[src/rtl/pvc_pkg.sv]
// Package for the polar vector CORDIC core: datapath widths, the carried
// vector and sideband types, and the per-turn arctangent table.
// No dependencies.
`default_nettype none

package pvc_pkg;

	localparam int InW   = 32;  // input component width
	localparam int XW    = 36;  // signed CORDIC datapath width
	localparam int AW    = 32;  // angle accumulator, 2^32 per turn
	localparam int ShW   = 5;   // normalizing shift, 0..31
	localparam int TotW  = 6;   // fraction bits plus shift
	localparam int GW    = 30;  // scaled gain width
	localparam int XMagW = 34;  // magnitude bits of the final x
	localparam int MSplit = 17; // low part of x in the gain multiply
	localparam int ProdW = 65;  // product plus rounding half
	localparam int BrW   = 16;
	localparam int LenW  = 31;

	localparam int NumAtan = 30;
	localparam logic [63:0] GainQ30 = 64'd652032874;
	localparam logic [AW-1:0] HalfTurn = 32'h8000_0000;
	localparam logic [AW-1:0] BearingHalf = 32'h0000_8000;

	localparam logic [AW-1:0] AtanTurn32 [NumAtan] = '{
		32'd536870912, 32'd316933406, 32'd167458907, 32'd85004756,
		32'd42667331,  32'd21354465,  32'd10679838,  32'd5340245,
		32'd2670163,   32'd1335087,   32'd667544,    32'd333772,
		32'd166886,    32'd83443,     32'd41722,     32'd20861,
		32'd10430,     32'd5215,      32'd2608,      32'd1304,
		32'd652,       32'd326,       32'd163,       32'd81,
		32'd41,        32'd20,        32'd10,        32'd5,
		32'd3,         32'd1
	};

	typedef struct packed {
		logic signed [XW-1:0] x;
		logic signed [XW-1:0] y;
		logic [AW-1:0]        ang;
	} vec_t;

	typedef struct packed {
		logic           zero;
		logic [ShW-1:0] shift;
	} side_t;

endpackage

`default_nettype wire

[src/rtl/pvc_scale.sv]
// Back end of the polar vector CORDIC core: gain multiply in two partial
// products, rounding shift, saturation and bearing rounding. Depends on pvc_pkg.
`default_nettype none

module pvc_scale #(
	parameter int FRAC_BITS = 30
) (
	input  wire logic                         clk,
	input  wire logic                         arst_n,
	input  wire logic                         in_valid,
	input  wire pvc_pkg::vec_t                in_vec,
	input  wire pvc_pkg::side_t               in_side,
	output logic                              done,
	output logic [pvc_pkg::BrW-1:0]           bearing,
	output logic [pvc_pkg::LenW-1:0]          length
);

	localparam logic [63:0] GainFull =
		(pvc_pkg::GainQ30 * (64'd1 << FRAC_BITS) + (64'd1 << 29)) >> 30;
	localparam logic [pvc_pkg::GW-1:0] Gain = GainFull[pvc_pkg::GW-1:0];
	localparam int HiW = pvc_pkg::XMagW - pvc_pkg::MSplit;

	logic                                   v_s1, v_s2;
	logic [HiW+pvc_pkg::GW-1:0]             ph_s1;
	logic [pvc_pkg::MSplit-1:0]             xl_s1;
	logic [pvc_pkg::TotW-1:0]               tot_s1, tot_s2;
	logic [pvc_pkg::AW-1:0]                 ang_s1, ang_s2;
	logic                                   zero_s1, zero_s2;
	logic [pvc_pkg::ProdW-1:0]              sum_s2;

	logic [pvc_pkg::XMagW-1:0]              xm;
	logic [pvc_pkg::MSplit+pvc_pkg::GW-1:0] pl;
	logic [pvc_pkg::ProdW-1:0]              sum_d, shifted;
	logic [pvc_pkg::AW-1:0]                 ang_r;

	always_comb begin
		xm = pvc_pkg::XMagW'(in_vec.x);
		pl = xl_s1 * Gain;
		sum_d = (pvc_pkg::ProdW'(ph_s1) << pvc_pkg::MSplit)
			+ pvc_pkg::ProdW'(pl)
			+ (pvc_pkg::ProdW'(1) << (tot_s1 - pvc_pkg::TotW'(1)));
		shifted = sum_s2 >> tot_s2;
		ang_r = ang_s2 + pvc_pkg::BearingHalf;
	end

	always_ff @(posedge clk or negedge arst_n) begin
		if (!arst_n) begin
			v_s1 <= 1'b0;
			v_s2 <= 1'b0;
			done <= 1'b0;
		end else begin
			v_s1 <= in_valid;
			v_s2 <= v_s1;
			done <= v_s2;
		end
	end

	always_ff @(posedge clk) begin
		ph_s1   <= xm[pvc_pkg::XMagW-1:pvc_pkg::MSplit] * Gain;
		xl_s1   <= xm[pvc_pkg::MSplit-1:0];
		tot_s1  <= pvc_pkg::TotW'(FRAC_BITS) + pvc_pkg::TotW'(in_side.shift);
		ang_s1  <= in_vec.ang;
		zero_s1 <= in_side.zero;
		sum_s2  <= sum_d;
		tot_s2  <= tot_s1;
		ang_s2  <= ang_s1;
		zero_s2 <= zero_s1;
		if (zero_s2) begin
			bearing <= '0;
			length  <= '0;
		end else begin
			bearing <= ang_r[pvc_pkg::AW-1 -: pvc_pkg::BrW];
			length  <= (|shifted[pvc_pkg::ProdW-1:pvc_pkg::LenW]) ? '1
				: shifted[pvc_pkg::LenW-1:0];
		end
	end

endmodule

`default_nettype wire

[config.mk]
export PLATFORM = sky130hd
export DESIGN_NAME = pvc_scale
export DESIGN_NICKNAME = d
export VERILOG_FILES = /design/src/rtl/pvc_pkg.sv /design/src/rtl/pvc_scale.sv
export SDC_FILE = /design/constraint.sdc
export NUM_CORES = 2
export LEC_CHECK = 0
export BUFFER_PORTS_ARGS = -buffer_cell sky130_fd_sc_hd__buf_4
export CORE_UTILIZATION = 40
export CTS_CLUSTER_SIZE = 8
export DETAILED_ROUTE_END_ITERATION = 16
export HOLD_SLACK_MARGIN = 0.15
export SETUP_SLACK_MARGIN = 0.15
export SYNTH_ARGS = -nofsm -noshare
export SYNTH_HDL_FRONTEND = slang
export SYNTH_SLANG_ARGS = --single-unit
export TNS_END_PERCENT = 30
[constraint.sdc]
create_clock -name clk -period 11.1 [get_ports clk]
set_input_delay 2.22 -clock clk [delete_from_list [all_inputs] [get_ports clk]]
set_output_delay 2.22 -clock clk [all_outputs]
set_load 0.02 [all_outputs]
==> flow_summary.toml <==
[grt]
antenna_found_initial = 0
grtUsageTotal = 0.205
grt_pass1_wl_um = 130000
grt_pass1_vias = 23415
grt_max_degree = 69
grt.overflow.total = 0

[detailed_routing]
drtIter0Drc = 1566
post_drt_wl_per_cell_um = 18.0
ant_nets = 0
via_per_inst = 5.12
firstDrtPassIters = 5
vias = 23438
routed_wl_um = 82200
drc = 0

[sta]
min_period_over_period = 0.882
fmax_mhz = 102
finalHoldViolations = 0
maxSlewViolCount = 0
rsz0062_at_grt = "false"
fin_tns_setup_ps = 0
min_period_ps = 9790
finalSetupViolations = 0
finClkSkew_ps = 52.7
slew_headroom = 0.255
worst_slew_pin_slew_ps = 1120

[worst_setup_path]
crit_required_ps = 11540
cp_top_family = "adder cells"
arrival_ps = 10230
end_kind = "flop"
startpoint_type = "flop"
cp_num_buf_inv = 6
cp_max_fo = 8
critPathKind = "reg -> reg"
max_stage_delay_ps = 650
r2r-start = "xl_s1[6]$_DFF_P_"
worstReg2RegEnd = "sum_s2[64]$_DFF_P_"
slowest_stage = "dfxtp_1"
r2r_cells = 35
r2r_setup_slack_ps = 1310
crit_top_cell = "fa_1"

[run_status]
outcome = "complete, no violations"

[clocking]
clock_latency_ps = 580
clock-root-buffer = "clkbuf_16"
cts_resized = 0
ctsHtreeMaxLevel = 2
numCtsBuffers = 35
cts_tree = "yes"
clock_path_buffers = 3
path_clk_slew_ps = 60
cts.sink_count = 226
post_cts_buffers = 0
holdBufCountCts = 0

[yosys]
ys.flop_type = "dfxtp_1"
synth.distinct_cells = 81
synthesis.nets = 4418
ys_seq_elements = 226
synth_area_leaders = "fa_1 26%, ha_1 16%, dfxtp_1 14%"
seq_area_frac_synth = 0.142
yosysWarnings = 0
synth_top_area_cell = "fa_1"
synth_top_family_by_area = "adder cells"
yosys.area_share.simple = 0.0923
synth_compound_area_frac = 0.128
synthArstFlopShare = 0.0133
synthTopCellsByCount = "703 x inv_1, 422 x fa_1, 418 x ha_1, 223 x dfxtp_1, 207 x nand2_1"
avgSynthCellArea_sq_um = 9.21
synth-xor-area-share = 0.0403
synth_area_sq_um = 31900
synth_top_area_share = 0.265
syn_inst = 3465
post-synth-top-count-cell = "inv_1"
synthMuxAreaShare = 0.0692
yosys.area_share.adder = 0.429
synth_edf_count = 0

[hold_path]
hold-path-cell-count = 0
hold_class = "reg -> reg"
hold_start = "ang_s1[29]$_DFF_P_"
min_to = "ang_s2[29]$_DFF_P_"

[placed_design]
gp_congestion = 0.950
io_buffers = 107
place_area_sq_um = 33700
dp_hpwl_um = 70100
dpl.cell_count = 4531

[cells_and_area]
nets = 4471
area_delta_synth_final_pct = 8.67
drive_above_1_share = 0.0876
utilization = 0.439
diodes = 0
stdcell_count = 4578
stdcell_area_sq_um = 34700

[job]
max-cap-violations = 0

[floorplanning]
die_area_sq_um = 80900
rows = 103
die_y_um = 284
initial_core_util = 0.404
io_pins = 161
fp.dieW_um = 284
core-area_sq_um = 79000
## how the worst max path moves through the flow
stage	startpoint	to	slack, ps	cells after the start
2_1_floorplan	xl_s1[6]$_DFF_P_	sum_s2[64]$_DFF_P_	2490	34
3_3_place_gp	xl_s1[6]$_DFF_P_	sum_s2[58]$_DFF_P_	1470	34
3_5_place_dp	xl_s1[6]$_DFF_P_	sum_s2[64]$_DFF_P_	1440	35
4_1_cts	xl_s1[6]$_DFF_P_	sum_s2[64]$_DFF_P_	1350	35
5_1_grt	xl_s1[6]$_DFF_P_	sum_s2[64]$_DFF_P_	600	35
6_report	xl_s1[6]$_DFF_P_	sum_s2[64]$_DFF_P_	1310	35
## layer usage
| metal | track usage | vias to the layer above | share of wire |
|---|---|---|---|
| met2 | 0.331 | 587 | 0.46 |
| met4 | 0.0566 | 0 | 0.026 |
| li1 | - | 11440 | - |
| met1 | 0.286 | 11304 | 0.47 |
| met5 | 0 | - | 0 |
| met3 | 0.0281 | 107 | 0.050 |
## through the flow
step                setup WS [ps]  hold slack, ps
floorplan                    2490             310
global placement             1470             310
detailed placement           1440             312
CTS                          1350             318
global route                  600             322
finish                       1310             315
## registers in the layout, summed over array words and instances, names as in the netlist
| signal | flops |
|---|---|
| ang_s1 | 17 |
| ang_s2 | 17 |
| bearing | 16 |
| done | 1 |
| length | 31 |
| ph_s1 | 46 |
| sum_s2 | 65 |
| tot_s1 | 6 |
| tot_s2 | 6 |
| v_s1 | 1 |
| v_s2 | 1 |
| xl_s1 | 17 |
| zero_s1 | 1 |
| zero_s2 | 1 |
## cell families after synthesis
group	after synthesis
flip-flops	226
XOR/XNOR	147
buffers and inverters	813
AND/OR/NAND/NOR	634
multiplexers	165
AO/OA/AOI/OAI	640
adder cells (fa/ha/maj)	840
## cell type report
class / instances / area [sq um]
flip-flops and latches: 226 / 4550
clock inverters: 5 / 90.1
repair buffers: 123 / 923
multi-input cells: 2426 / 24200
well taps: 1050 / 1310
clock buffers: 42 / 932
fillers: 7745 / 44300
inverters: 706 / 2650
## placed cells by master (no fill, tap or decap), types with 30 or more instances in the layout
cell	instances
fa_1	422
xnor2_1	84
inv_1	702
a211oi_1	38
buf_4	123
a21oi_1	190
clkbuf_16	35
nand2_1	207
a21o_1	93
ha_1	418
nand3_1	49
mux4_2	39
a21oi_2	30
mux2i_1	90
mux2_2	34
nor2_1	185
xor2_1	63
o21ai_0	129
dfxtp_1	217
Power is left out: the tool's default activity adds up to more than one toggle a clock period on the data nets, which glitch-free logic cannot reach.
