--- config.mk ---
export PLATFORM = sky130hd
export DESIGN_NAME = pvc_cell
export DESIGN_NICKNAME = d
export VERILOG_FILES = /design/src/rtl/pvc_pkg.sv /design/src/rtl/pvc_cell.sv
export SDC_FILE = /design/constraint.sdc
export NUM_CORES = 1
export LEC_CHECK = 0
export BUFFER_PORTS_ARGS = -buffer_cell sky130_fd_sc_hd__buf_2
export CORE_UTILIZATION = 54
export DETAILED_ROUTE_END_ITERATION = 12
export PLACE_DENSITY = 0.82
export SYNTH_ARGS = -nofsm -noshare
export SYNTH_HDL_FRONTEND = slang
export SYNTH_SLANG_ARGS = --single-unit
--- constraint.sdc ---
create_clock -name clk -period 0.8 [get_ports clk]
set_clock_uncertainty 0.05 [all_clocks]
set_input_delay 0.16 -clock clk [delete_from_list [all_inputs] [get_ports clk]]
set_output_delay 0.16 -clock clk [all_outputs]
set_load 0.005 [all_outputs]
--- src/rtl/pvc_pkg.sv ---
// Package for the polar vector CORDIC core: datapath widths, the carried
// vector and sideband types, and the per-turn arctangent table.
// No dependencies.
`default_nettype none

package pvc_pkg;

	localparam int InW   = 32;  // input component width
	localparam int XW    = 36;  // signed CORDIC datapath width
	localparam int AW    = 32;  // angle accumulator, 2^32 per turn
	localparam int ShW   = 5;   // normalizing shift, 0..31
	localparam int TotW  = 6;   // fraction bits plus shift
	localparam int GW    = 30;  // scaled gain width
	localparam int XMagW = 34;  // magnitude bits of the final x
	localparam int MSplit = 17; // low part of x in the gain multiply
	localparam int ProdW = 65;  // product plus rounding half
	localparam int BrW   = 16;
	localparam int LenW  = 31;

	localparam int NumAtan = 30;
	localparam logic [63:0] GainQ30 = 64'd652032874;
	localparam logic [AW-1:0] HalfTurn = 32'h8000_0000;
	localparam logic [AW-1:0] BearingHalf = 32'h0000_8000;

	localparam logic [AW-1:0] AtanTurn32 [NumAtan] = '{
		32'd536870912, 32'd316933406, 32'd167458907, 32'd85004756,
		32'd42667331,  32'd21354465,  32'd10679838,  32'd5340245,
		32'd2670163,   32'd1335087,   32'd667544,    32'd333772,
		32'd166886,    32'd83443,     32'd41722,     32'd20861,
		32'd10430,     32'd5215,      32'd2608,      32'd1304,
		32'd652,       32'd326,       32'd163,       32'd81,
		32'd41,        32'd20,        32'd10,        32'd5,
		32'd3,         32'd1
	};

	typedef struct packed {
		logic signed [XW-1:0] x;
		logic signed [XW-1:0] y;
		logic [AW-1:0]        ang;
	} vec_t;

	typedef struct packed {
		logic           zero;
		logic [ShW-1:0] shift;
	} side_t;

endpackage

`default_nettype wire

--- src/rtl/pvc_cell.sv ---
// One CORDIC vectoring iteration of the polar vector core, registered.
// Depends on pvc_pkg (vector types, arctangent table).
`default_nettype none

module pvc_cell #(
	parameter int STEP = 0
) (
	input  wire logic           clk,
	input  wire logic           arst_n,
	input  wire logic           in_valid,
	input  wire pvc_pkg::vec_t  in_vec,
	input  wire pvc_pkg::side_t in_side,
	output logic                out_valid,
	output pvc_pkg::vec_t       out_vec,
	output pvc_pkg::side_t      out_side
);

	logic signed [pvc_pkg::XW-1:0] xi, yi, dx, dy;
	pvc_pkg::vec_t                 vec_d;

	always_comb begin
		xi = $signed(in_vec.x);
		yi = $signed(in_vec.y);
		dx = xi >>> STEP;
		dy = yi >>> STEP;
		if (yi <= 0) begin
			vec_d.x   = xi - dy;
			vec_d.y   = yi + dx;
			vec_d.ang = in_vec.ang - pvc_pkg::AtanTurn32[STEP];
		end else begin
			vec_d.x   = xi + dy;
			vec_d.y   = yi - dx;
			vec_d.ang = in_vec.ang + pvc_pkg::AtanTurn32[STEP];
		end
	end

	always_ff @(posedge clk or negedge arst_n) begin
		if (!arst_n) begin
			out_valid <= 1'b0;
		end else begin
			out_valid <= in_valid;
		end
	end

	always_ff @(posedge clk) begin
		out_vec  <= vec_d;
		out_side <= in_side;
	end

endmodule

`default_nettype wire

==> results_dict.tcl, run 1 <==
set metrics [dict create \
    status "did not finish" \
    haltStage "clock tree synthesis (4_1_cts)" \
    stop_error "[ERROR DPL-0033] detailed placement checks failed during check placement." \
    rows 45 \
    synth_commonest_cells "dfxtp_1, ha_1, a21oi_1" \
    fp.dieH_um 127 \
    ctsResizeCount 275 \
    synthTopCellsByArea "dfxtp_1, ha_1, a21oi_1" \
    yosysTopAreaCellShare_pct 25.9 \
    routabilityCongestion 0.996 \
    cts.sinks 110 \
    syn_area_um2 8440 \
    ys_ff_latch 110 \
    synth_edf_count 0 \
    syn_area_per_cell_um2 7.99 \
    ys.flop_type "dfxtp_1" \
    cts_max_level 3 \
    numCtsBuffers 9 \
    async_reset_ff_share_pct 0.909 \
    postCtsHoldBufs 38 \
    initial_core_util_pct 55.5 \
    syn-num-nets 1282 \
    die_x_um 127 \
    portBuffers 223 \
    postCtsSetupRepairBufs 45 \
    netlist_instances 1056 \
    root_buffer "clkbuf_16" \
    yosysUniqueCellTypes 74 \
    seq_area_frac_synth_pct 26.2 \
    yosysWarnings 0 \
    cts.path.max_buffers 2 \
    dp_hpwl_um 27300 \
    synth_top_cell_by_area "dfxtp_1" \
    io-pin-count 224 \
]
[kinds of logic after synthesis]
family	share of synthesized area, %
AO/OA/AOI/OAI	26.1
multiplexers	1.90
AND/OR/NAND/NOR	14.4
flip-flops	26.2
XOR/XNOR	7.37
buffers and inverters	6.97
adder cells (fa/ha/maj)	17.1
[through the flow]
| step | area [um^2] | cells | util, % | setup TNS (ps) | setup WS [ps] |
|---|---|---|---|---|---|
| 2_1_floorplan | 8910 | 1056 | - | -96630 | -1750 |
| 3_3_place_gp | 12700 | 1787 | 83.6 | -133370 | -2150 |
| 3_5_place_dp | 12700 | 1787 | 83.6 | -138830 | -2300 |
==> run 2: changes to the inputs <==
--- a/config.mk
+++ b/config.mk
@@ -6,9 +6,9 @@
 export NUM_CORES = 1
 export LEC_CHECK = 0
 export BUFFER_PORTS_ARGS = -buffer_cell sky130_fd_sc_hd__buf_2
-export CORE_UTILIZATION = 54
+export CORE_UTILIZATION = 40
 export DETAILED_ROUTE_END_ITERATION = 12
-export PLACE_DENSITY = 0.82
+export PLACE_DENSITY_LB_ADDON = 0.15
 export SYNTH_ARGS = -nofsm -noshare
 export SYNTH_HDL_FRONTEND = slang
 export SYNTH_SLANG_ARGS = --single-unit
==> results_dict.tcl, run 2 <==
set metrics [dict create \
    routed_wirelength_um 35300 \
    top_regs "out_vec: 103 flops, out_side: 6 flops, out_valid: 1 flops" \
    period_needed_ps 2500 \
    worstMarginPinSlew_ps 509 \
    core_area_um2 20400 \
    dieArea_um2 21700 \
    min-delay-path-class "in2async" \
    yosysTopAreaCellShare_pct 25.9 \
    postRouteAntennaNets 0 \
    drive_gt1_share_pct 54.7 \
    netlist_instances 1056 \
    finalWorstSetupSlack_ps -1700 \
    worstPathMaxFanout 5 \
    wire_per_inst_um 17.6 \
    multi_input_area_um2 7060 \
    dr.pass1.iters 5 \
    synth_top_cell_by_area "dfxtp_1" \
    hold_viol_final 0 \
    grt_max_degree 22 \
    antenna_cells 0 \
    irDropWorstVdd_mv 0.967 \
    required_ps 1000 \
    initial_core_util_pct 41.3 \
    syn_area_um2 8440 \
    cts.path.max_buffers 2 \
    synthTopCellsByArea "dfxtp_1, ha_1, a21oi_1" \
    viasPerCell 5.20 \
    critPathCaptureType "flop" \
    routabilityCongestion 0.956 \
    top_register "out_vec" \
    area_growth_pct 86.9 \
    rsz0062_at_grt "true" \
    vias 10417 \
    critPathKind "in2reg" \
    antenna_found_initial 0 \
    final_nets 1953 \
    ff_latch_area_um2 2260 \
    syn_area_per_cell_um2 7.99 \
    cts_tree "done" \
    synth_edf_count 0 \
    seq_area_frac_synth_pct 26.2 \
    cts.clk_slew.worst_paths_ps 80 \
    slew_headroom_pct 65.2 \
    rows 52 \
    fin_crit_sh_pct 312 \
    io-pin-count 224 \
    start_kind "input pin" \
    drtIter0Drc 711 \
    grt_pass1_wl_um 53100 \
    arrival_ps 2700 \
    violations "negative setup slack" \
    p_leak_uw 0.00756 \
    numCtsBuffers 9 \
    die_x_um 147 \
    grt.overflow.total 0 \
    p_total_uw 23400 \
    final_cell_mix "buf_4, buf_2, ha_1" \
    max_freq_ghz 0.401 \
    yosysWarnings 0 \
    drv_cap 0 \
    root_buffer "clkbuf_16" \
    largest_reg_flops 103 \
    n_fill_cell 1459 \
    setup_viol 183 \
    dp_hpwl_um 26200 \
    slew_violations 0 \
    power_density_nw_per_um2 1490 \
    ys.flop_type "dfxtp_1" \
    drc_errors 0 \
    cts_max_level 3 \
    ys_ff_latch 110 \
    cts.sinks 110 \
    fin_tns_setup_ps -125310 \
    grt_usage_pct 31.3 \
    syn-num-nets 1282 \
    fp.dieH_um 147 \
    final_common_cell "buf_4" \
    async_reset_ff_share_pct 0.909 \
    grt_pass1_vias 10328 \
    status "complete, but fails checks" \
    yosysUniqueCellTypes 74 \
    portBuffers 223 \
    synth_commonest_cells "dfxtp_1, ha_1, a21oi_1" \
]
-- run 2: cell counts after synthesis --
No cell type changed its count.
-- run 2: layout make-up --
class                   count  share of cell area [%]
multi-input cells         796                    44.8
clock buffers               9                    1.43
well taps                 270                    2.14
repair buffers            710                    34.1
inverters                 100                    2.61
flip-flops and latches    110                    14.3
clock inverters             7                   0.651
-- run 2: final timing paths --
path,from,end,cells after the start
max in group asynchronous,arst_n,out_valid,2
min,arst_n,out_valid,2
max,in_vec[68],out_vec[100],14
min in group clk,in_vec[31],out_vec[31],3
-- run 2: what timing repair did --
action | in CTS | in global routing
gates resized for setup | 244 | 143
hold buffers | 38 | 0
pin swaps | 90 | 90
buffers inserted | 34 | 29
cloned | 2 | 1
endpoints found under the setup margin | 183 | 183
endpoints found under the hold margin | 38 | 0
-- run 2: worst max-delay path: stages --
cell and delay (ps):
buf_6 70, buf_6 90, ha_4 120, inv_2 30
fa_2 370, o21ba_4 210, or4_4 450, a31oi_4 240
o21ai_4 100, a31oi_4 190, a211o_4 230, a31o_4 170
a31oi_1 100, xnor2_1 150
-- run 2: kinds of logic after synthesis --
family,after synthesis,synth area share [%]
multiplexers,16,1.90
adder cells (fa/ha/maj),113,17.1
AND/OR/NAND/NOR,252,14.4
buffers and inverters,150,6.97
XOR/XNOR,71,7.37
flip-flops,110,26.2
AO/OA/AOI/OAI,344,26.1
-- run 2: report_power, final --
part	total, uW	switching, uW	internal, uW
Clock	5000	2450	2550
Sequential	6910	359	6550
Combinational	11500	5480	6050
Total	23400	8300	15100
-- run 2: per-stage QoR --
step                area, um^2  instances  hold slack (ps)  worst slack (ps)  utilization (%)
detailed placement       13000       1893             -113             -2260             63.6
global route             15800       2002             22.5             -1790             77.2
global placement         13000       1893             -115             -2260             63.6
CTS                      15000       1980             33.0             -1680             73.5
floorplan                 8910       1056             -186             -1750                -
finish                   15800       2002             36.7             -1700             77.2
-- run 2: layer usage --
metal	track usage [%]	part of all wire, %
met5	0	0
met4	11.1	2.8
met3	4.50	5.9
met2	54.4	48
met1	39.1	43
Power figures use the tool's default switching activity.
==> run 3: changes to the inputs <==
--- a/config.mk
+++ b/config.mk
@@ -9,6 +9,7 @@
 export CORE_UTILIZATION = 40
 export DETAILED_ROUTE_END_ITERATION = 12
 export PLACE_DENSITY_LB_ADDON = 0.15
+export SLEW_MARGIN = 20
 export SYNTH_ARGS = -nofsm -noshare
 export SYNTH_HDL_FRONTEND = slang
 export SYNTH_SLANG_ARGS = --single-unit
==> constraint.sdc (replaced) <==
create_clock -name clk -period 2.4 [get_ports clk]
set_clock_uncertainty 0.05 [all_clocks]
set_input_delay 0.48 -clock clk [delete_from_list [all_inputs] [get_ports clk]]
set_output_delay 0.48 -clock clk [all_outputs]
set_load 0.005 [all_outputs]
==> results_dict.tcl, run 3 (synthesis results as in run 2) <==
set metrics [dict create \
    max_freq_ghz 0.357 \
    postRouteAntennaNets 0 \
    p_seq_share_pct 30.1 \
    cts_tree "done" \
    min-delay-path-class "in2reg" \
    cts.clk_slew.worst_paths_ps 90 \
    arrival_ps 3010 \
    initial_core_util_pct 41.3 \
    routed_wirelength_um 33800 \
    antenna_found_initial 0 \
    p_comb_share_pct 48.6 \
    met1_usage_pct 38.1 \
    grt_pass1_wl_um 51400 \
    slew_headroom_pct 63.9 \
    critPathCaptureType "flop" \
    start_kind "input pin" \
    drive_gt1_share_pct 51.3 \
    routabilityCongestion 0.945 \
    p_leak_uw 0.00712 \
    cts.sinks 110 \
    cts_max_level 3 \
    vias 10034 \
    irDropWorstVdd_mv 0.298 \
    numCtsBuffers 9 \
    worstPathMaxFanout 5 \
    largest_reg_flops 103 \
    critPathKind "in2reg" \
    fin_cells 1922 \
    grt.overflow.total 0 \
    dp_hpwl_um 25900 \
    hold_viol_final 0 \
    p_int_uw 4770 \
    swShare_pct 36.1 \
    fp.dieH_um 147 \
    die_x_um 147 \
    top_register "out_vec" \
    core_area_um2 20400 \
    worstMarginPinSlew_ps 537 \
    final_cell_mix "buf_4, buf_2, dfxtp_1" \
    violations "negative setup slack" \
    antenna_cells 0 \
    viasPerCell 5.22 \
    power_density_nw_per_um2 507 \
    required_ps 2610 \
    grt_max_degree 21 \
    finalWorstSetupSlack_ps -397 \
    portBuffers 223 \
    p_total_uw 7470 \
    root_buffer "clkbuf_16" \
    area_growth_pct 74.4 \
    drv_cap 0 \
    drc_errors 0 \
    grtUsageMet2_pct 52.2 \
    final_common_cell "buf_4" \
    dieArea_um2 21700 \
    p_sw_uw 2700 \
    cts.path.max_buffers 2 \
    postPlaceCellArea_um2 12600 \
    period_needed_ps 2800 \
    slew_violations 0 \
    grt_pass1_vias 10039 \
    wire_per_inst_um 17.6 \
    p_clk_share_pct 21.3 \
    rows 52 \
    final_nets 1873 \
    cp-startpoint "in_vec[69]" \
    top_regs "out_vec: 103 flops, out_side: 6 flops, out_valid: 1 flops" \
    rsz0062_at_grt "true" \
    met3_usage_pct 3.54 \
    io-pin-count 224 \
    post-route-cell-area_um2 14700 \
    status "complete, but fails checks" \
    holdCritStartpoint "in_side[0]" \
    drtIter0Drc 755 \
    setup_viol 49 \
    grt_usage_pct 30.2 \
    dp_cells 1862 \
    top_usage_layer "met2" \
    dr.pass1.iters 5 \
    fin_crit_sh_pct 117 \
]
-- run 3: power by group through the flow --
stage / combinational [uW] / sequential (uW) / clock (uW)
3_3_place_gp: 2950 / 2300 / 0
2_1_floorplan: 1340 / 2330 / 0
3_5_place_dp: 2970 / 2290 / 0
5_1_grt: 3870 / 2280 / 1680
6_report: 3630 / 2250 / 1590
4_1_cts: 3360 / 2250 / 1610
-- run 3: path summary, 6_finish.rpt --
check / to / slack [ps] / depth (start not counted)
min in group asynchronous: out_valid / 380 / 2
min: out_side[0] / 160 / 1
max: out_vec[64] / -400 / 13
max in group asynchronous: out_valid / 1830 / 2
-- run 3: final cells by class --
type,instances,area (um^2)
multi-input combinational,796,6960
sequential,110,2210
clock buffer,10,239
clock inverter,6,62.6
inverter,100,405
timing repair buffer,630,4500
fill,1591,5710
tap,270,338
-- run 3: layer usage --
| metal | vias up | part of all wire [%] |
|---|---|---|
| met3 | 79 | 6.2 |
| met5 | - | 0 |
| li1 | 4881 | - |
| met4 | 0 | 3.1 |
| met2 | 431 | 47 |
| met1 | 4643 | 43 |
-- run 3: critical path: stages --
cell and delay [ps]:
buf_2 110, inv_2 60, buf_4 130, fa_2 380, o21ba_4 200, or4_4 450, a31oi_4 220, o21ai_4 110
a31oi_4 190, a211o_4 240, a31o_4 200, a22oi_2 80, xnor2_1 150
-- run 3: per-stage QoR --
| step | util, % | setup slack (ps) | TNS, ps | hold slack, ps |
|---|---|---|---|---|
| final | 72.0 | -397 | -11490 | 163 |
| after floorplan | - | -475 | -11130 | 134 |
| after CTS | 69.0 | -436 | -9230 | 158 |
| after global routing | 72.0 | -452 | -15810 | 153 |
| after global placement | 61.9 | -978 | -47440 | 204 |
| after detailed placement | 61.9 | -1030 | -47980 | 206 |
-- run 3: repair_timing --
action,in CTS,in global routing
pin swaps,89,85
cloned,2,0
resized for setup,207,112
setup buffers,32,22
hold endpoints to repair,1,0
hold buffers,1,0
endpoints found under the setup margin,69,64
